===== src/design/tac_pkg.sv =====
// Shared types, constants and operation codes of the timed actuator controller.
package tac_pkg;

  // Widths of the two elapsed-time counters.
  localparam int MOVE_TIME_BITS  = 20;
  localparam int BLINK_TIME_BITS = 16;

  // Widths of the configuration registers and of the configuration port.
  localparam int MOVE_CFG_W  = 20;
  localparam int BLINK_CFG_W = 16;
  localparam int CFG_IDX_W   = 4;
  localparam int CFG_DATA_W  = 20;

  // Compare widths wide enough for both the counter and its limit.
  localparam int MOVE_CMP_W  = (MOVE_TIME_BITS > MOVE_CFG_W) ? MOVE_TIME_BITS : MOVE_CFG_W;
  localparam int BLINK_CMP_W = (BLINK_TIME_BITS > BLINK_CFG_W) ? BLINK_TIME_BITS : BLINK_CFG_W;

  // Operation codes of an input transaction.
  localparam logic [1:0] OP_TICK  = 2'd0;
  localparam logic [1:0] OP_PUMP  = 2'd1;
  localparam logic [1:0] OP_SHADE = 2'd2;

  // Configuration register indexes.
  localparam logic [CFG_IDX_W-1:0] REG_MOVE_TIME   = CFG_IDX_W'(0);
  localparam logic [CFG_IDX_W-1:0] REG_BLINK_PER   = CFG_IDX_W'(1);
  localparam logic [CFG_IDX_W-1:0] REG_PUMP_ACT_HI = CFG_IDX_W'(2);
  localparam logic [CFG_IDX_W-1:0] REG_SHADE_ACT_HI = CFG_IDX_W'(3);

  // Reset values of the configuration registers.
  localparam logic [MOVE_CFG_W-1:0]  MOVE_TIME_RST = MOVE_CFG_W'(10000);
  localparam logic [BLINK_CFG_W-1:0] BLINK_PER_RST = BLINK_CFG_W'(500);

  typedef struct packed {
    logic [1:0] op;
    logic       value;
  } in_t;

  typedef struct packed {
    logic pump_pin;
    logic open_pin;
    logic close_pin;
    logic led_pin;
    logic pump_running;
    logic shade_is_open;
    logic shade_in_motion;
  } out_t;

  typedef struct packed {
    logic [MOVE_CFG_W-1:0]  move_time_ms;
    logic [BLINK_CFG_W-1:0] blink_period_ms;
    logic                   pump_active_high;
    logic                   shade_active_high;
  } cfg_t;

endpackage


===== src/design/tac_cfg_regs.sv =====
// Configuration register file of the timed actuator controller.
module tac_cfg_regs import tac_pkg::*; (
  input  logic                  clk,
  input  logic                  rst_n,
  input  logic                  wr_en,
  input  logic [CFG_IDX_W-1:0]  wr_index,
  input  logic [CFG_DATA_W-1:0] wr_data,
  output cfg_t                  cfg
);

  cfg_t cfg_r;
  cfg_t cfg_nxt;

  always_comb begin
    cfg_nxt = cfg_r;
    if (wr_en) begin
      case (wr_index)
        REG_MOVE_TIME:    cfg_nxt.move_time_ms      = wr_data[MOVE_CFG_W-1:0];
        REG_BLINK_PER:    cfg_nxt.blink_period_ms   = wr_data[BLINK_CFG_W-1:0];
        REG_PUMP_ACT_HI:  cfg_nxt.pump_active_high  = wr_data[0];
        REG_SHADE_ACT_HI: cfg_nxt.shade_active_high = wr_data[0];
        default:          cfg_nxt = cfg_r;
      endcase
    end
  end

  always_ff @(posedge clk) begin
    if (!rst_n) begin
      cfg_r.move_time_ms      <= MOVE_TIME_RST;
      cfg_r.blink_period_ms   <= BLINK_PER_RST;
      cfg_r.pump_active_high  <= 1'b1;
      cfg_r.shade_active_high <= 1'b1;
    end else begin
      cfg_r <= cfg_nxt;
    end
  end

  assign cfg = cfg_r;

endmodule


===== src/design/tac_core.sv =====
// Actuator state and the single-pass update logic for one transaction.
module tac_core import tac_pkg::*; (
  input  logic clk,
  input  logic rst_n,
  input  logic go,
  input  in_t  item,
  input  cfg_t cfg,
  output out_t res
);

  localparam logic [MOVE_TIME_BITS-1:0]  MOVE_MAX  = '1;
  localparam logic [BLINK_TIME_BITS-1:0] BLINK_MAX = '1;

  logic                       pump_r, pump_nxt;
  logic                       pos_r, pos_nxt;
  logic                       mov_r, mov_nxt;
  logic                       tgt_r, tgt_nxt;
  logic                       led_r, led_nxt;
  logic [MOVE_TIME_BITS-1:0]  me_r, me_nxt;
  logic [BLINK_TIME_BITS-1:0] be_r, be_nxt;

  always_comb begin
    pump_nxt = pump_r;
    pos_nxt  = pos_r;
    mov_nxt  = mov_r;
    tgt_nxt  = tgt_r;
    led_nxt  = led_r;
    me_nxt   = me_r;
    be_nxt   = be_r;
    case (item.op)
      OP_TICK: begin
        if (mov_r) begin
          if (me_r != MOVE_MAX) begin
            me_nxt = me_r + 1'b1;
          end
          if (MOVE_CMP_W'(me_nxt) >= MOVE_CMP_W'(cfg.move_time_ms)) begin
            pos_nxt = tgt_r;
            mov_nxt = 1'b0;
          end
        end
        if (be_r != BLINK_MAX) begin
          be_nxt = be_r + 1'b1;
        end
        if (pump_r || mov_nxt) begin
          if (BLINK_CMP_W'(be_nxt) >= BLINK_CMP_W'(cfg.blink_period_ms)) begin
            be_nxt  = '0;
            led_nxt = ~led_r;
          end
        end else begin
          led_nxt = 1'b0;
        end
      end
      OP_PUMP: begin
        pump_nxt = item.value;
      end
      OP_SHADE: begin
        // A command matching the resting position or the move in progress is dropped.
        if (!((!mov_r && item.value == pos_r) || (mov_r && item.value == tgt_r))) begin
          tgt_nxt = item.value;
          mov_nxt = 1'b1;
          me_nxt  = '0;
        end
      end
      default: begin
        pump_nxt = pump_r;
      end
    endcase
  end

  always_comb begin
    res.pump_pin        = pump_nxt ^ ~cfg.pump_active_high;
    res.open_pin        = (mov_nxt & tgt_nxt) ^ ~cfg.shade_active_high;
    res.close_pin       = (mov_nxt & ~tgt_nxt) ^ ~cfg.shade_active_high;
    res.led_pin         = led_nxt;
    res.pump_running    = pump_nxt;
    res.shade_is_open   = pos_nxt;
    res.shade_in_motion = mov_nxt;
  end

  always_ff @(posedge clk) begin
    if (!rst_n) begin
      pump_r <= 1'b0;
      pos_r  <= 1'b0;
      mov_r  <= 1'b0;
      tgt_r  <= 1'b0;
      led_r  <= 1'b0;
      me_r   <= '0;
      be_r   <= '0;
    end else if (go) begin
      pump_r <= pump_nxt;
      pos_r  <= pos_nxt;
      mov_r  <= mov_nxt;
      tgt_r  <= tgt_nxt;
      led_r  <= led_nxt;
      me_r   <= me_nxt;
      be_r   <= be_nxt;
    end
  end

  // An idle tick forces the LED low.
  a_idle_led_low: assert property (@(posedge clk) disable iff (!rst_n)
    (go && item.op == OP_TICK && !pump_r && !mov_nxt) |=> !led_r)
    else $error("LED not forced low on idle tick");

  // A shade command that starts or reverses a move restarts the move timer.
  a_move_restart: assert property (@(posedge clk) disable iff (!rst_n)
    (go && item.op == OP_SHADE && tgt_nxt != tgt_r) |=> (mov_r && me_r == '0))
    else $error("move timer not restarted on new shade command");

  // The resting position changes only when a move completes on a tick.
  a_pos_on_stop: assert property (@(posedge clk) disable iff (!rst_n)
    (go && pos_nxt != pos_r) |-> (item.op == OP_TICK && mov_r && !mov_nxt))
    else $error("shade position changed outside a completed move");

endmodule


===== src/design/timed_actuator_controller_core.sv =====
// Top level of the timed actuator controller: input stage, core, result register.
//
// This block runs a pump and a shade motor that drives open or closed for a fixed
// time, and blinks a status LED while either is active. Every input transaction is
// a one-millisecond tick (op 0), a pump command (op 1) or a shade command (op 2),
// and each yields exactly one result transaction with the pin levels and status
// after that transaction. A transaction is registered in the input stage on
// acceptance, processed in one pass of logic once the result register is free or
// emptying, and placed in the result register, which presents the result; one
// transaction is taken every cycle while the result side keeps up. The result
// register is the only buffer on the way out: when the result side stalls, the
// input stage holds its transaction and stalls the input side in the same cycle.
// Configuration writes (index 0 move time, 1 blink period, 2 pump polarity, 3
// shade polarity) are always taken and should be issued only while no
// transaction is in flight; writes to other indexes are dropped.
module timed_actuator_controller_core import tac_pkg::*; (
  input  logic                  clk,
  input  logic                  rst_n,
  input  logic                  in_valid,
  output logic                  in_stall,
  input  in_t                   in_data,
  output logic                  out_valid,
  input  logic                  out_stall,
  output out_t                  out_data,
  input  logic                  cfg_valid,
  output logic                  cfg_ready,
  input  logic [CFG_IDX_W-1:0]  cfg_index,
  input  logic [CFG_DATA_W-1:0] cfg_data
);

  cfg_t cfg;
  out_t res;

  // Input stage holding one accepted transaction.
  logic stg_v_r, stg_v_nxt;
  in_t  stg_r;

  // Result register.
  logic out_v_r, out_v_nxt;
  out_t out_r;

  // The staged transaction moves on when the result register is free or emptying.
  logic advance;

  assign cfg_ready = 1'b1;

  tac_cfg_regs u_cfg (
    .clk      (clk),
    .rst_n    (rst_n),
    .wr_en    (cfg_valid && cfg_ready),
    .wr_index (cfg_index),
    .wr_data  (cfg_data),
    .cfg      (cfg)
  );

  tac_core u_core (
    .clk   (clk),
    .rst_n (rst_n),
    .go    (advance),
    .item  (stg_r),
    .cfg   (cfg),
    .res   (res)
  );

  assign advance  = stg_v_r && (!out_v_r || !out_stall);
  assign in_stall = stg_v_r && !advance;

  always_comb begin
    stg_v_nxt = stg_v_r;
    if (!in_stall) begin
      stg_v_nxt = in_valid;
    end
    out_v_nxt = out_v_r;
    if (advance) begin
      out_v_nxt = 1'b1;
    end else if (!out_stall) begin
      out_v_nxt = 1'b0;
    end
  end

  always_ff @(posedge clk) begin
    if (!rst_n) begin
      stg_v_r <= 1'b0;
      out_v_r <= 1'b0;
    end else begin
      stg_v_r <= stg_v_nxt;
      out_v_r <= out_v_nxt;
    end
  end

  always_ff @(posedge clk) begin
    if (in_valid && !in_stall) begin
      stg_r <= in_data;
    end
    if (advance) begin
      out_r <= res;
    end
  end

  assign out_valid = out_v_r;
  assign out_data  = out_r;

  // Exactly one motor pin is in its driving level while the shade moves, none otherwise.
  a_motor_pins: assert property (@(posedge clk) disable iff (!rst_n)
    out_v_r |-> ((out_r.open_pin != out_r.close_pin) == out_r.shade_in_motion))
    else $error("motor pin levels inconsistent with motion flag");

  // Every processed transaction lands in the result register.
  a_result_lands: assert property (@(posedge clk) disable iff (!rst_n)
    advance |=> out_v_r)
    else $error("processed transaction produced no result");

  // A held result register always stalls a waiting staged transaction.
  a_no_overwrite: assert property (@(posedge clk) disable iff (!rst_n)
    (stg_v_r && out_v_r && out_stall) |=> (stg_v_r && out_v_r))
    else $error("staged or result transaction lost under stall");

endmodule

===== config.mk =====
export PLATFORM = sky130hd
export DESIGN_NAME = timed_actuator_controller_core
export DESIGN_NICKNAME = d
export VERILOG_FILES = /design/src/design/tac_pkg.sv /design/src/design/tac_cfg_regs.sv /design/src/design/tac_core.sv /design/src/design/timed_actuator_controller_core.sv
export SDC_FILE = /design/constraint.sdc
export NUM_CORES = 1
export LEC_CHECK = 0
export BUFFER_PORTS_ARGS = -buffer_cell sky130_fd_sc_hd__buf_2
export CORE_ASPECT_RATIO = 1.75
export CORE_MARGIN = 2
export CORE_UTILIZATION = 61
export CTS_CLUSTER_DIAMETER = 60
export CTS_CLUSTER_SIZE = 20
export DETAILED_ROUTE_END_ITERATION = 8
export PLACE_DENSITY = 0.79
export SYNTH_ARGS = -nofsm -noshare
export SYNTH_HDL_FRONTEND = slang
export SYNTH_SLANG_ARGS = --single-unit
export TNS_END_PERCENT = 10

===== constraint.sdc =====
create_clock -name clk -period 7.1 [get_ports clk]
set_clock_uncertainty 0.15 [all_clocks]
set_input_delay 1.42 -clock clk [delete_from_list [all_inputs] [get_ports clk]]
set_output_delay 1.42 -clock clk [all_outputs]
set_load 0.05 [all_outputs]

## Word level (Yosys, flattened, before mapping)

Index checks and enable logic that the tools add are counted.

- Bits in registers: 91
- Input port bits: 32
- Output and inout port bits: 10

- Add/sub/neg operators: 2
- $lt $le $gt $ge: 2
- Equal/unequal tests: 12
- Mux-type cells: 26
- Bitwise gates (word level): 9
- Reduce and logical (&&, ||, !) cells: 22

Operators by type and width:

| cell | number |
|---|---|
| 20-bit two-way mux | 5 |
| 16-bit two-way mux | 4 |
| 20-bit one-hot mux with 2 select lines | 1 |
| 20-bit by 1-bit adder with 20-bit output (second input constant) | 1 |
| 20-bit greater-or-equal comparator | 1 |
| 20-bit inequality test (second input constant) | 1 |
| 16-bit by 1-bit adder with 16-bit output (second input constant) | 1 |
| 16-bit greater-or-equal comparator | 1 |
| 16-bit inequality test (second input constant) | 1 |
| 1-bit two-way mux | 15 |
| 2-bit AND reduction | 5 |
| 4-bit by 2-bit == test with 1-bit output (second input constant) | 2 |
| 1-bit logical AND | 5 |
| 1-bit zero test | 5 |
| 4-bit by 1-bit == test with 1-bit output (second input constant) | 1 |
| 4-bit zero test | 1 |
| 2-bit by 1-bit inequality test with 1-bit output (second input constant) | 2 |
| 1-bit NOT | 4 |
| 4-bit AND reduction | 1 |
| 1-bit logical OR | 3 |
| 1-bit bitwise XOR | 3 |
| 1-bit bitwise AND | 2 |
| 1-bit == test | 2 |
| 2-bit by 1-bit == test with 1-bit output (second input constant) | 1 |
| 5 further kinds | 5 |

## Depth between registers and ports, before layout

Gate-level depths: netlist of run 1.

- Word-level depth: 11
- Mapped depth: 16

## Cells and area by module

Synthesis of run 1 repeated with hierarchy kept, for this count alone.

- Cell total of the unflattened synthesis: 647
- Area total of the unflattened synthesis: 5565.3 sq um

Modules (own cells, without submodules):

| module | times used | cells an instance | area an instance (sq um) |
|---|---|---|---|
| tac_core | 1 | 464 | 3626.0 |
| tac_cfg_regs | 1 | 163 | 1544.0 |
| timed_actuator_controller_core | 1 | 20 | 395.4 |

## Worst setup path before layout of run 1

OpenSTA, ideal clock, no wires.

- Path kind: in2out
- Start: input port out_stall
- End: output port in_stall
- Data arrival time: 1901 ps
- Required time: 5530 ps
- Path slack: 3629 ps
- Stages: 1
- Cells stage by stage: and3_1

- Longest elaborated chain between the ends: 5

RTL lines:

| element | line | text |
|---|---|---|
| start: declaration | timed_actuator_controller_core.sv:23 | `input logic out_stall,` |
| 1-bit zero test | n/a |  |
| 1-bit logical OR | timed_actuator_controller_core.sv:65 | `assign advance = stg_v_r && (!out_v_r \|\| !out_stall);` |
| 1-bit logical AND | timed_actuator_controller_core.sv:65 |  |
| 1-bit zero test | timed_actuator_controller_core.sv:66 | `assign in_stall = stg_v_r && !advance;` |
| 1-bit logical AND | timed_actuator_controller_core.sv:66 |  |
| end: declaration | timed_actuator_controller_core.sv:20 | `output logic in_stall,` |

Every way passes these cells.

## Worst setup path after layout of run 1

- Start: register u_core.me_r[6]
- End: register u_core.be_r[10]

- Longest elaborated chain between the ends: 10

RTL lines:

| element | line | text |
|---|---|---|
| start: declaration | tac_core.sv:19 | `logic [MOVE_TIME_BITS-1:0] me_r, me_nxt;` |
| start signal: assignment | tac_core.sv:95 | `me_r <= me_nxt;` |
| 20-bit by 1-bit adder with 20-bit output or 20-bit inequality test (tied branches) | tac_core.sv:34, tac_core.sv:33 |  |
| 20-bit two-way mux * | tac_core.sv:33 | `if (me_r != MOVE_MAX) begin` |
| 20-bit two-way mux * | tac_core.sv:32 | `if (mov_r) begin` |
| 20-bit two-way mux * | tac_core.sv:30 | `case (item.op)` |
| 20-bit greater-or-equal comparator * | tac_core.sv:36 | `if (MOVE_CMP_W'(me_nxt) >= MOVE_CMP_W'(cfg.move_time_ms)) begin` |
| 1-bit two-way mux * | tac_core.sv:36 |  |
| 1-bit two-way mux * | tac_core.sv:32 |  |
| 1-bit two-way mux * | tac_core.sv:30 |  |
| 1-bit logical OR * | tac_core.sv:44 | `if (pump_r \|\| mov_nxt) begin` |
| 16-bit two-way mux * | tac_core.sv:44 |  |
| end signal: assignment | tac_core.sv:96 | `be_r <= be_nxt;` |
| end: declaration | tac_core.sv:20 | `logic [BLINK_TIME_BITS-1:0] be_r, be_nxt;` |

Every way passes the cells marked *; elsewhere a longest branch is shown, timed or not. The select of a mux whose other input is x is not followed.
A chain may end at the register's enable or synchronous reset.

==> reports/results.env, run 1 <==
STATUS='finished clean'
WORST_PATH_SLOWEST_CELL='nor3_2'
FINAL_CRITICAL_PATH_SHARE_OF_THE_CLOCK_PERIOD_PCT=54.4
SYNTHESIS.YOSYS.WARNINGS=0
SYNTH_EDF_COUNT=10
GRT_FIRST_PASS_WIRELENGTH_UM=19900
PORT_BUFFERS=40
CTS_TREE='built'
WHS_PATH_DEPTH=2
POST_DRT_WL_PER_CELL_UM=15.9
GR-USAGE-ALL-LAYERS_PCT=27.3
DRT_FIRST_PASS_ITERS=5
CRITICAL-PATH-MAX-STAGE-DELAY_NS=0.46
PLACE_CONGESTION=1.04
FINALHOLDWORSTSLACK_NS=0.304
DIEHEIGHT_UM=126
PRE_CTS_WS_NS=3.27
WORSTSETUPPATHTYPE='reg2reg'
FINAL_CELL_MIX='nand2_1, dfxtp_1, a21oi_1, inv_1, buf_2'
CLOCK_LATENCY_NS=0.34
DRV.MAX_CAP_VIOLATION_COUNT=0
FINAL.SETUP.WORST_SLACK_NS=3.24
CELLS_ALONG_THE_CRITICAL_PATH='and4_1 > nand4_4 > nor3_2 > nor2_1 > nand2_1 > xnor2_1 > ha_1 > a211oi_1 > o21bai_1 > a311oi_2 > o21ai_2 > o21bai_4 > nand2_4 > a32o_1'
MAPPEDNETLISTNETS=692
POST_SYNTH_MAIN_AREA_CONTRIBUTORS='dfxtp_1, ha_1, nand2_1'
INITIAL_UTILIZATION_PCT=62.7
DPL.HPWL_UM=8960
CTS_BUFFERS=9
FLOORPLAN.DIE_AREA_UM2=9270
CRITPATHLAUNCHTYPE='flop'
MOST_USED_DFF_POST_SYNTH='dfxtp_1'
CLOCK-ROOT-BUFFER='clkbuf_16'
GRT_MAX_DEGREE=38
SYNTH.AVG_CELL_AREA_UM2=8.33
VIA_PER_INST=5.92
SYNTHDISTINCTLIBCELLS=66
VDD_DROP_MAX_mV=0.144
SLEW_HEADROOM_PCT=24.0
DESIGN.PORTCOUNT=42
REGISTER_BIT_TOTAL_FROM_SYNTHESIS=91
CTS.HTREE.LEVELS=3
ARRIVAL_NS=3.94
CTS_REPAIR_RESIZE_COUNT=0
GRT_PASS1_VIAS=4441
CLK_PIN_SLEW_WORST_PATHS_NS=0.06
SYNTH_TOP_AREA_SHARE_PCT=31.3
FP.COREAREA_UM2=8260
POST-SYNTH-TOP-AREA-CELL='dfxtp_1'
POWER.STATIC_LEAKAGE_nW=2.32
POST_CTS_BUFFERS=0
SITE_ROW_COUNT=44
POST_SYNTH_INSTANCE_AREA_UM2=5180
SYNTH.YOSYS.SEQ_AREA_SHARE_PCT=37.1
CTSHOLDBUFFERS=0
GLOBALROUTE.TOTALOVERFLOW=0
AREA_DELTA_SYNTH_FINAL_PCT=9.20
NUM_ANTENNA_CELLS=0
POWER_PER_CELL_AREA_nW_PER_UM2=183
WORST_R2R_PATH_DEPTH=14
ASYNC_FLOP_SHARE_PCT=0
GRT_ANTENNA_BEFORE_REPAIR=0
WORSTMARGINPINSLEW_NS=1.14
POSTSYNTHCELLCOUNT=622
REPORT.FINAL.HOLD_VIOL_COUNT=0
FMAXACHIEVABLE_GHz=0.259
FINALMAXSLEWVIOLATIONS=0
FINAL_PERIOD_MINUS_WORST_SETUP_SLACK_NS=3.86
NUM_VIAS=4421
TOTALWIRELENGTH_UM=11900
DRIVE_ABOVE_1_SHARE_PCT=11.6
CTS_MAX_PATH_BUFFERS=2
FINAL.SETUP.TNS_NS=0
HOLD_PATH.CLASS='reg2reg'
PLACED_AREA_UM2=5400
CRITICAL_PATH.ENDPOINT_TYPE='flop'
FINALNETCOUNT=720
TIMING.FINAL.SETUP_VIOLATIONS=0
CRITPATHMAXFANOUT=12
LEADING_CELL_TYPE_IN_THE_LAYOUT_FILL_AND_TAPS_EXCLUDED='nand2_1'
DRT_ITER0_DRC=210
GRT_SETUP_UNREPAIRED='no'
REQUIRED_NS=7.18
DRC_ERRORS=0
ROUTE.ANTENNA.REMAINING_NETS=0
CTS.SINKS=91
FIN_AREA_UM2=5660
FLOORPLAN.DIE.WIDTH_UM=73.7
-- kinds of logic (layout without fill, tap and decap cells) --
logic type,Yosys count,in the layout,synth area share (%)
AO/OA/AOI/OAI,152,152,19.4
multiplexers,10,10,2.20
AND/OR/NAND/NOR,223,223,20.6
flip-flops,91,91,37.1
XOR/XNOR,33,33,5.58
other,1,1,0.0724
buffers and inverters,74,107,5.87
adder cells (fa/ha/maj),38,38,9.18
-- Yosys cell counts, types with 3 or more instances --
cell	n
o211ai_1	11
edfxtp_1	10
mux2i_1	5
nand3_1	21
and2_1	4
a311oi_1	4
xnor2_1	23
nand2b_1	4
o21bai_1	3
ha_1	38
nor2_1	35
o31ai_1	8
a21oi_1	51
and4_1	3
buf_2	6
clkbuf_1	12
buf_4	3
nor3b_1	4
buf_1	3
nand2_1	104
mux2_2	3
nand4_1	9
a211oi_1	5
nor3_1	5
a22o_1	5
dfxtp_1	81
nor2b_1	6
xor2_1	10
a32o_1	10
o21ai_1	9
inv_1	47
and3_1	9
o21ai_0	24
or3_1	3
and2_0	4
o21a_1	4
-- worst paths after layout --
path                                from                            to  slack, ns
max          u_core.me_r[6]$_SDFFE_PN0P_  u_core.be_r[10]$_SDFFE_PN0P_       3.24
min           u_cfg.cfg[25]$_SDFFE_PN0P_    u_cfg.cfg[25]$_SDFFE_PN0P_       0.30
max reg2reg  u_core.me_r[6]$_SDFFE_PN0P_  u_core.be_r[10]$_SDFFE_PN0P_       3.24
min reg2reg   u_cfg.cfg[25]$_SDFFE_PN0P_    u_cfg.cfg[25]$_SDFFE_PN0P_       0.30
-- stage by stage --
stage,total power [mW],util [%],std cells
floorplan,0.590,-,622
global placement,0.612,65.3,731
detailed placement,0.614,65.3,731
CTS,1.04,68.5,747
global route,1.07,68.5,747
finish,1.03,68.5,747
-- layer usage --
metal | wire length [um] | global-route usage [%]
met1 | 4580 | 29.7
met2 | 6490 | 49.1
met3 | 388 | 4.64
met4 | 425 | 13.2
met5 | 0 | 0
-- critical path, delay by kind of cell, from the launching register on --
family / cells / cell delay, ns
adder cells (fa/ha/maj): 1 / 0.26
XOR/XNOR: 1 / 0.13
AO/OA/AOI/OAI: 6 / 1.36
AND/OR/NAND/NOR: 6 / 1.42
flip-flops: 1 / 0.44
-- final cells by class --
cell class | count | area [um^2]
multi-input cells | 457 | 2960
fillers | 705 | 2600
flip-flops and latches | 91 | 1920
clock buffers | 10 | 229
repair buffers | 42 | 215
inverters | 49 | 184
well taps | 92 | 115
clock inverters | 6 | 32.5
-- sequential cells by signal, indices dropped and copies added (netlist names) --
register       flops
out_data           7
out_valid          1
stg_r              3
stg_v_r            1
u_cfg.cfg         38
u_core.be_r       16
u_core.led_r       1
u_core.me_r       20
u_core.mov_r       1
u_core.pos_r       1
u_core.pump_r      1
u_core.tgt_r       1
-- power by group --
part           switching (mW)  internal (mW)  total [mW]
clock network           0.196          0.234       0.430
registers             0.00589          0.529       0.535
logic                  0.0462         0.0224      0.0686
total                   0.249          0.785        1.03
(Power assumes the default switching activity.)
==> run 2, diff against run 1 <==
--- a/config.mk
+++ b/config.mk
@@ -8,11 +8,11 @@
 export BUFFER_PORTS_ARGS = -buffer_cell sky130_fd_sc_hd__buf_2
 export CORE_ASPECT_RATIO = 1.75
 export CORE_MARGIN = 2
-export CORE_UTILIZATION = 61
+export CORE_UTILIZATION = 60
 export CTS_CLUSTER_DIAMETER = 60
 export CTS_CLUSTER_SIZE = 20
 export DETAILED_ROUTE_END_ITERATION = 8
-export PLACE_DENSITY = 0.79
+export PLACE_DENSITY = 0.78
 export SYNTH_ARGS = -nofsm -noshare
 export SYNTH_HDL_FRONTEND = slang
 export SYNTH_SLANG_ARGS = --single-unit
==> constraint.sdc (replaced) <==
create_clock -name clk -period 3.8 [get_ports clk]
set_clock_uncertainty 0.15 [all_clocks]
set_input_delay 0.76 -clock clk [delete_from_list [all_inputs] [get_ports clk]]
set_output_delay 0.76 -clock clk [all_outputs]
set_load 0.05 [all_outputs]
==> reports/results.env, run 2 (same netlist as run 1, synthesis figures left out) <==
CTS.HTREE.LEVELS=3
CTS_TREE='built'
SITE_ROW_COUNT=44
DRIVE_ABOVE_1_SHARE_PCT=15.9
FLOORPLAN.DIE_AREA_UM2=9420
TIMING.FINAL.SETUP_VIOLATIONS=0
NUM_VIAS=4554
WORSTMARGINPINSLEW_NS=1.01
HOLD_PATH_END='u_cfg.cfg[20]$_SDFFE_PN0P_'
CRITICAL-PATH-MAX-STAGE-DELAY_NS=0.46
FMAXACHIEVABLE_GHz=0.273
HOLDCRITSTARTPOINT='u_cfg.cfg[20]$_SDFFE_PN0P_'
WORST_PATH_SLOWEST_CELL='or3_4'
CTS.SINKS=91
FP.COREAREA_UM2=8370
LEADING_CELL_TYPE_IN_THE_LAYOUT_FILL_AND_TAPS_EXCLUDED='nand2_1'
FINALNETCOUNT=732
GRT_PASS1_VIAS=4464
DRT_FIRST_PASS_ITERS=6
GLOBALROUTE.TOTALOVERFLOW=0
CRITPATHMAXFANOUT=8
DRC_ERRORS=0
FINAL.SETUP.TNS_NS=0
CLOCK-ROOT-BUFFER='clkbuf_16'
DPL.HPWL_UM=9330
GRT_ANTENNA_BEFORE_REPAIR=0
ROUTE.ANTENNA.REMAINING_NETS=0
SLEW_HEADROOM_PCT=32.6
DESIGN.PORTCOUNT=42
POWER_PER_CELL_AREA_nW_PER_UM2=346
ENDPOINT_OF_THE_LOWEST_SLACK_REGISTER_TO_REGISTER_PATH='out_data[5]$_DFFE_PP_'
GRT_FIRST_PASS_WIRELENGTH_UM=20000
GRT_MAX_DEGREE=34
CTS_MAX_PATH_BUFFERS=2
CLK_PIN_SLEW_WORST_PATHS_NS=0.06
STATUS='finished clean'
FINAL_PERIOD_MINUS_WORST_SETUP_SLACK_NS=3.67
FINAL_CELL_MIX='nand2_1, dfxtp_1, a21oi_1, inv_1, buf_2'
FINALMAXSLEWVIOLATIONS=0
LARGEST_REGISTER_FFS=38
TOTALWIRELENGTH_UM=12300
POWER.STATIC_LEAKAGE_nW=2.43
VIA_PER_INST=5.83
POST_DRT_WL_PER_CELL_UM=15.8
CRITICAL_PATH.ENDPOINT_TYPE='flop'
CLOCK_LATENCY_NS=0.35
DRT_ITER0_DRC=245
RRSETUPSLACK_NS=0.13
WHS_PATH_DEPTH=2
REQUIRED_NS=3.75
FLOORPLAN.DIE.WIDTH_UM=74.2
FIN_TOTAL_PWR_mW=2.03
VDD_DROP_MAX_mV=0.295
WORST_R2R_PATH_DEPTH=13
REPORT.FINAL.HOLD_VIOL_COUNT=0
CRITPATHLAUNCHTYPE='flop'
CRIT_TOP_CELL='xnor2_1'
FINAL_CRITICAL_PATH_SHARE_OF_THE_CLOCK_PERIOD_PCT=96.5
PLACE_CONGESTION=0.888
HOLD_PATH.CLASS='reg2reg'
NUM_ANTENNA_CELLS=0
WORSTSETUPPATHTYPE='reg2reg'
DIEHEIGHT_UM=127
ARRIVAL_NS=3.61
DRV.MAX_CAP_VIOLATION_COUNT=0
GR-USAGE-ALL-LAYERS_PCT=27.3
CP_NUM_BUF_INV=0
WORST_R2R_STARTPOINT='u_core.me_r[6]$_SDFFE_PN0P_'
AREA_DELTA_SYNTH_FINAL_PCT=13.4
CELLS_ALONG_THE_CRITICAL_PATH='and4_4 > nand4_4 > or3_4 > nand4_1 > xnor2_1 > ha_1 > nor4_1 > o21ai_1 > a311oi_2 > o21ai_4 > o221a_2 > nor2b_1 > xnor2_1'
PATH_DELAY_FAMILY='simple AND/OR/NAND/NOR gates'
CTS_BUFFERS=9
INITIAL_UTILIZATION_PCT=61.9
PORT_BUFFERS=40
[run 2: timing repair]
item | CTS | global route
hold buffers | 0 | 0
resized for setup | 1 | 21
setup endpoints to repair | 14 | 22
pin swaps | 0 | 4
setup buffers | 0 | 5
[run 2: worst reg2reg max path, stage by stage, from the launching register on]
cell and delay, ns:
dfxtp_2 0.40, and4_4 0.25, nand4_4 0.17, or3_4 0.46
nand4_1 0.16, xnor2_1 0.12, ha_1 0.22, nor4_1 0.24
o21ai_1 0.14, a311oi_2 0.40, o21ai_4 0.16, o221a_2 0.33
nor2b_1 0.16, xnor2_1 0.08
[run 2: layout make-up]
type	count	area, um^2
Multi-Input combinational cell	457	3010
Fill cell	697	2490
Timing Repair Buffer	54	305
Sequential cell	91	1930
Clock inverter	4	52.6
Tap cell	115	144
Inverter	49	184
Clock buffer	11	243
[run 2: how the worst max path moves through the flow]
stage / startpoint / to / slack [ns] / depth (start not counted)
2_1_floorplan: u_core.me_r[6]$_SDFFE_PN0P_ / out_data[5]$_DFFE_PP_ / 0.42 / 15
3_3_place_gp: u_core.me_r[0]$_SDFFE_PN0P_ / u_core.be_r[1]$_SDFFE_PN0P_ / 0.03 / 13
3_5_place_dp: u_core.me_r[6]$_SDFFE_PN0P_ / out_data[5]$_DFFE_PP_ / -0.05 / 13
4_1_cts: u_core.me_r[6]$_SDFFE_PN0P_ / out_data[5]$_DFFE_PP_ / 0.04 / 13
5_1_grt: u_core.me_r[6]$_SDFFE_PN0P_ / out_data[5]$_DFFE_PP_ / -0.02 / 15
6_report: u_core.me_r[6]$_SDFFE_PN0P_ / out_data[5]$_DFFE_PP_ / 0.13 / 13
[run 2: where the power goes]
part           leakage, nW  switching, mW  internal (mW)  total [mW]
Combinational         1.54         0.0882         0.0460       0.134
Sequential           0.756         0.0118          0.988        1.00
Clock                0.134          0.372          0.524       0.896
Total                 2.43          0.472           1.56        2.03
[run 2: layer usage]
| layer | share of wire [%] | track usage, % |
|---|---|---|
| met5 | 0 | 0 |
| met4 | 4.7 | 14.4 |
| met3 | 3.9 | 4.77 |
| met2 | 54 | 49.1 |
| met1 | 37 | 29.3 |
[run 2: through the flow]
stage / cells / utilization (%) / hold WS, ns / setup slack, ns / instance area (um^2)
detailed placement: 761 / 65.4 / 0.297 / -0.0524 / 5480
finish: 781 / 70.2 / 0.305 / 0.132 / 5880
global route: 781 / 70.2 / 0.329 / -0.0227 / 5880
CTS: 776 / 69.0 / 0.306 / 0.0368 / 5780
global placement: 761 / 65.4 / 0.293 / 0.0328 / 5480
floorplan: 622 / - / 0.286 / 0.424 / 5180
==> run 3, diff against run 2 <==
--- a/config.mk
+++ b/config.mk
@@ -7,9 +7,7 @@
 export LEC_CHECK = 0
 export BUFFER_PORTS_ARGS = -buffer_cell sky130_fd_sc_hd__buf_2
 export CORE_ASPECT_RATIO = 1.75
-export CORE_MARGIN = 2
 export CORE_UTILIZATION = 60
-export CTS_CLUSTER_DIAMETER = 60
 export CTS_CLUSTER_SIZE = 20
 export DETAILED_ROUTE_END_ITERATION = 8
 export PLACE_DENSITY = 0.78
==> reports/results.env, run 3 (same netlist as run 1, synthesis figures left out) <==
STATUS='finished clean'
SITE_ROW_COUNT=44
FINAL_CELL_MIX='nand2_1, dfxtp_1, a21oi_1, inv_1, buf_2'
TOTAL_SWITCHING_POWER_mW=0.463
LEADING_CELL_TYPE_IN_THE_LAYOUT_FILL_AND_TAPS_EXCLUDED='nand2_1'
FIN_AREA_UM2=5900
CTS_TREE='built'
LARGEST_REGISTER_FFS=38
PRE_CTS_WS_NS=-0.00400
FINALHOLDWORSTSLACK_NS=0.302
PWR-SHARE-CLK_PCT=45.8
FP.COREAREA_UM2=8310
POWER_PER_CELL_AREA_nW_PER_UM2=354
DRV.MAX_CAP_VIOLATION_COUNT=0
POWER.STATIC_LEAKAGE_nW=2.44
REQUIRED_NS=3.74
CTS_BUFFERS=9
POWER_SHARE_OF_THE_SEQUENTIAL_GROUP_PCT=47.9
ROUTE.ANTENNA.REMAINING_NETS=0
GRT_PASS1_VIAS=4491
CRITPATHLAUNCHTYPE='flop'
GRT_ANTENNA_BEFORE_REPAIR=0
CLK_PIN_SLEW_WORST_PATHS_NS=0.06
SLEW_HEADROOM_PCT=30.9
FINALNETCOUNT=734
DRC_ERRORS=0
FINAL_PERIOD_MINUS_WORST_SETUP_SLACK_NS=3.57
POSTLAYOUTCOREUTIL_PCT=71.0
CTS_MAX_PATH_BUFFERS=2
DRIVE_ABOVE_1_SHARE_PCT=15.8
POST_PLACEMENT_CELL_COUNT=765
GLOBALROUTE.TOTALOVERFLOW=0
VIA_PER_INST=5.74
CLOCK-ROOT-BUFFER='clkbuf_16'
SEQ_AREA_UM2=1930
CRIT_TOP_CELL='xnor2_1'
CRITICAL_PATH.ENDPOINT_TYPE='flop'
NUM_VIAS=4503
PORT_BUFFERS=40
NUM_ANTENNA_CELLS=0
FINAL.SETUP.WORST_SLACK_NS=0.235
FMAXACHIEVABLE_GHz=0.280
CRITPATHMAXFANOUT=8
WORSTSETUPPATHTYPE='reg2reg'
CTS.HTREE.LEVELS=3
GRT_FIRST_PASS_WIRELENGTH_UM=20100
FILLERS=679
INITIAL_UTILIZATION_PCT=62.3
GR-USAGE-ALL-LAYERS_PCT=28.5
POWER_SWITCHING_SHARE_PCT=22.2
FIN_TOTAL_PWR_mW=2.09
FLOORPLAN.DIE_AREA_UM2=9020
CTSHOLDBUFFERS=0
VDD_DROP_MAX_mV=0.275
WORST_PATH_SLOWEST_CELL='or3_4'
FINAL.SETUP.TNS_NS=0
GRT_MAX_DEGREE=35
P_INT_mW=1.62
COMB_POWER_SHARE_PCT=6.3
TIMING.FINAL.SETUP_VIOLATIONS=0
FINAL_CRITICAL_PATH_SHARE_OF_THE_CLOCK_PERIOD_PCT=93.8
PLACED_AREA_UM2=5510
AREA_DELTA_SYNTH_FINAL_PCT=13.9
CRITICAL-PATH-MAX-STAGE-DELAY_NS=0.47
DESIGN.PORTCOUNT=42
POST_LAYOUT_NONFILLER_INSTANCES=784
POST_DRT_WL_PER_CELL_UM=15.2
FLOORPLAN.DIE.WIDTH_UM=72.2
HOLD_PATH.CLASS='reg2reg'
DRT_ITER0_DRC=234
DPL.HPWL_UM=9020
FINALMAXSLEWVIOLATIONS=0
CP_NUM_BUF_INV=0
CTS.SINKS=91
WORSTMARGINPINSLEW_NS=1.04
TOTALWIRELENGTH_UM=11900
COMBINED_AREA_OF_THE_MULTI_INPUT_LOGIC_CELLS_UM2=3000
DIEHEIGHT_UM=125
PATH_DELAY_FAMILY='simple AND/OR/NAND/NOR gates'
REPORT.FINAL.HOLD_VIOL_COUNT=0
ARRIVAL_NS=3.51
DRT_FIRST_PASS_ITERS=5
CLOCK_LATENCY_NS=0.34
CELLS_ALONG_THE_CRITICAL_PATH='and4_2 > nand4_4 > or3_4 > nand2_1 > xnor2_1 > ha_1 > nor3_1 > o21bai_1 > a311oi_2 > o21ai_4 > o221a_2 > nor2_1 > xnor2_1'
PLACE_CONGESTION=0.868
## run 3: cell count changes in the layout (fill, tap and decap cells not counted), sizes merged
| cell | before | now |
|---|---|---|
| clkinv | 0 | 2 |
| bufinv | 1 | 2 |
| buf | 54 | 56 |
| clkinvlp | 3 | 1 |
## run 3: repair_timing
item | 4_1_cts | 5_1_grt
setup buffers | 2 | 1
pin swaps | 1 | 4
resized for setup | 1 | 16
endpoints found under the setup margin | 12 | 21
cloned | 0 | 0
## run 3: path summary, 6_finish.rpt
check	slack [ns]	cells past startpoint	endpoint	start
setup reg to reg	0.23	13	out_data[4]$_DFFE_PP_	u_core.me_r[16]$_SDFFE_PN0P_
hold reg to reg	0.30	2	u_cfg.cfg[19]$_SDFFE_PN0P_	u_cfg.cfg[19]$_SDFFE_PN0P_
setup / recovery	0.23	13	out_data[4]$_DFFE_PP_	u_core.me_r[16]$_SDFFE_PN0P_
hold / removal	0.30	2	u_cfg.cfg[19]$_SDFFE_PN0P_	u_cfg.cfg[19]$_SDFFE_PN0P_
## run 3: layer usage
metal,share of wire (%),global-route usage [%],vias up
li1,-,-,2260
met1,39,31.0,2137
met2,55,52.1,76
met3,2.6,3.88,30
met4,3.0,13.8,0
met5,0,0,-
## run 3: worst reg2reg max path: stages, from the launching register on
cell and delay (ns):
dfxtp_1 0.38, and4_2 0.30, nand4_4 0.15, or3_4 0.47
nand2_1 0.14, xnor2_1 0.15, ha_1 0.26, nor3_1 0.16
o21bai_1 0.12, a311oi_2 0.37, o21ai_4 0.14, o221a_2 0.33
nor2_1 0.14, xnor2_1 0.08
## run 3: power groups by stage
stage          Clock (mW)  Combinational [mW]  Sequential (mW)
2_1_floorplan           0              0.0693             1.03
6_report            0.957               0.132             1.00
5_1_grt              1.01               0.144             1.00
4_1_cts             0.964               0.131            0.999
3_3_place_gp            0               0.123             1.02
3_5_place_dp            0               0.127             1.02
## run 3: layout make-up
type / instances / area share, %
Multi-Input combinational cell: 457 / 50.9
Sequential cell: 91 / 32.7
Timing Repair Buffer: 56 / 5.43
Clock buffer: 11 / 4.11
Inverter: 49 / 3.12
Tap cell: 115 / 2.44
Clock inverter: 5 / 1.31
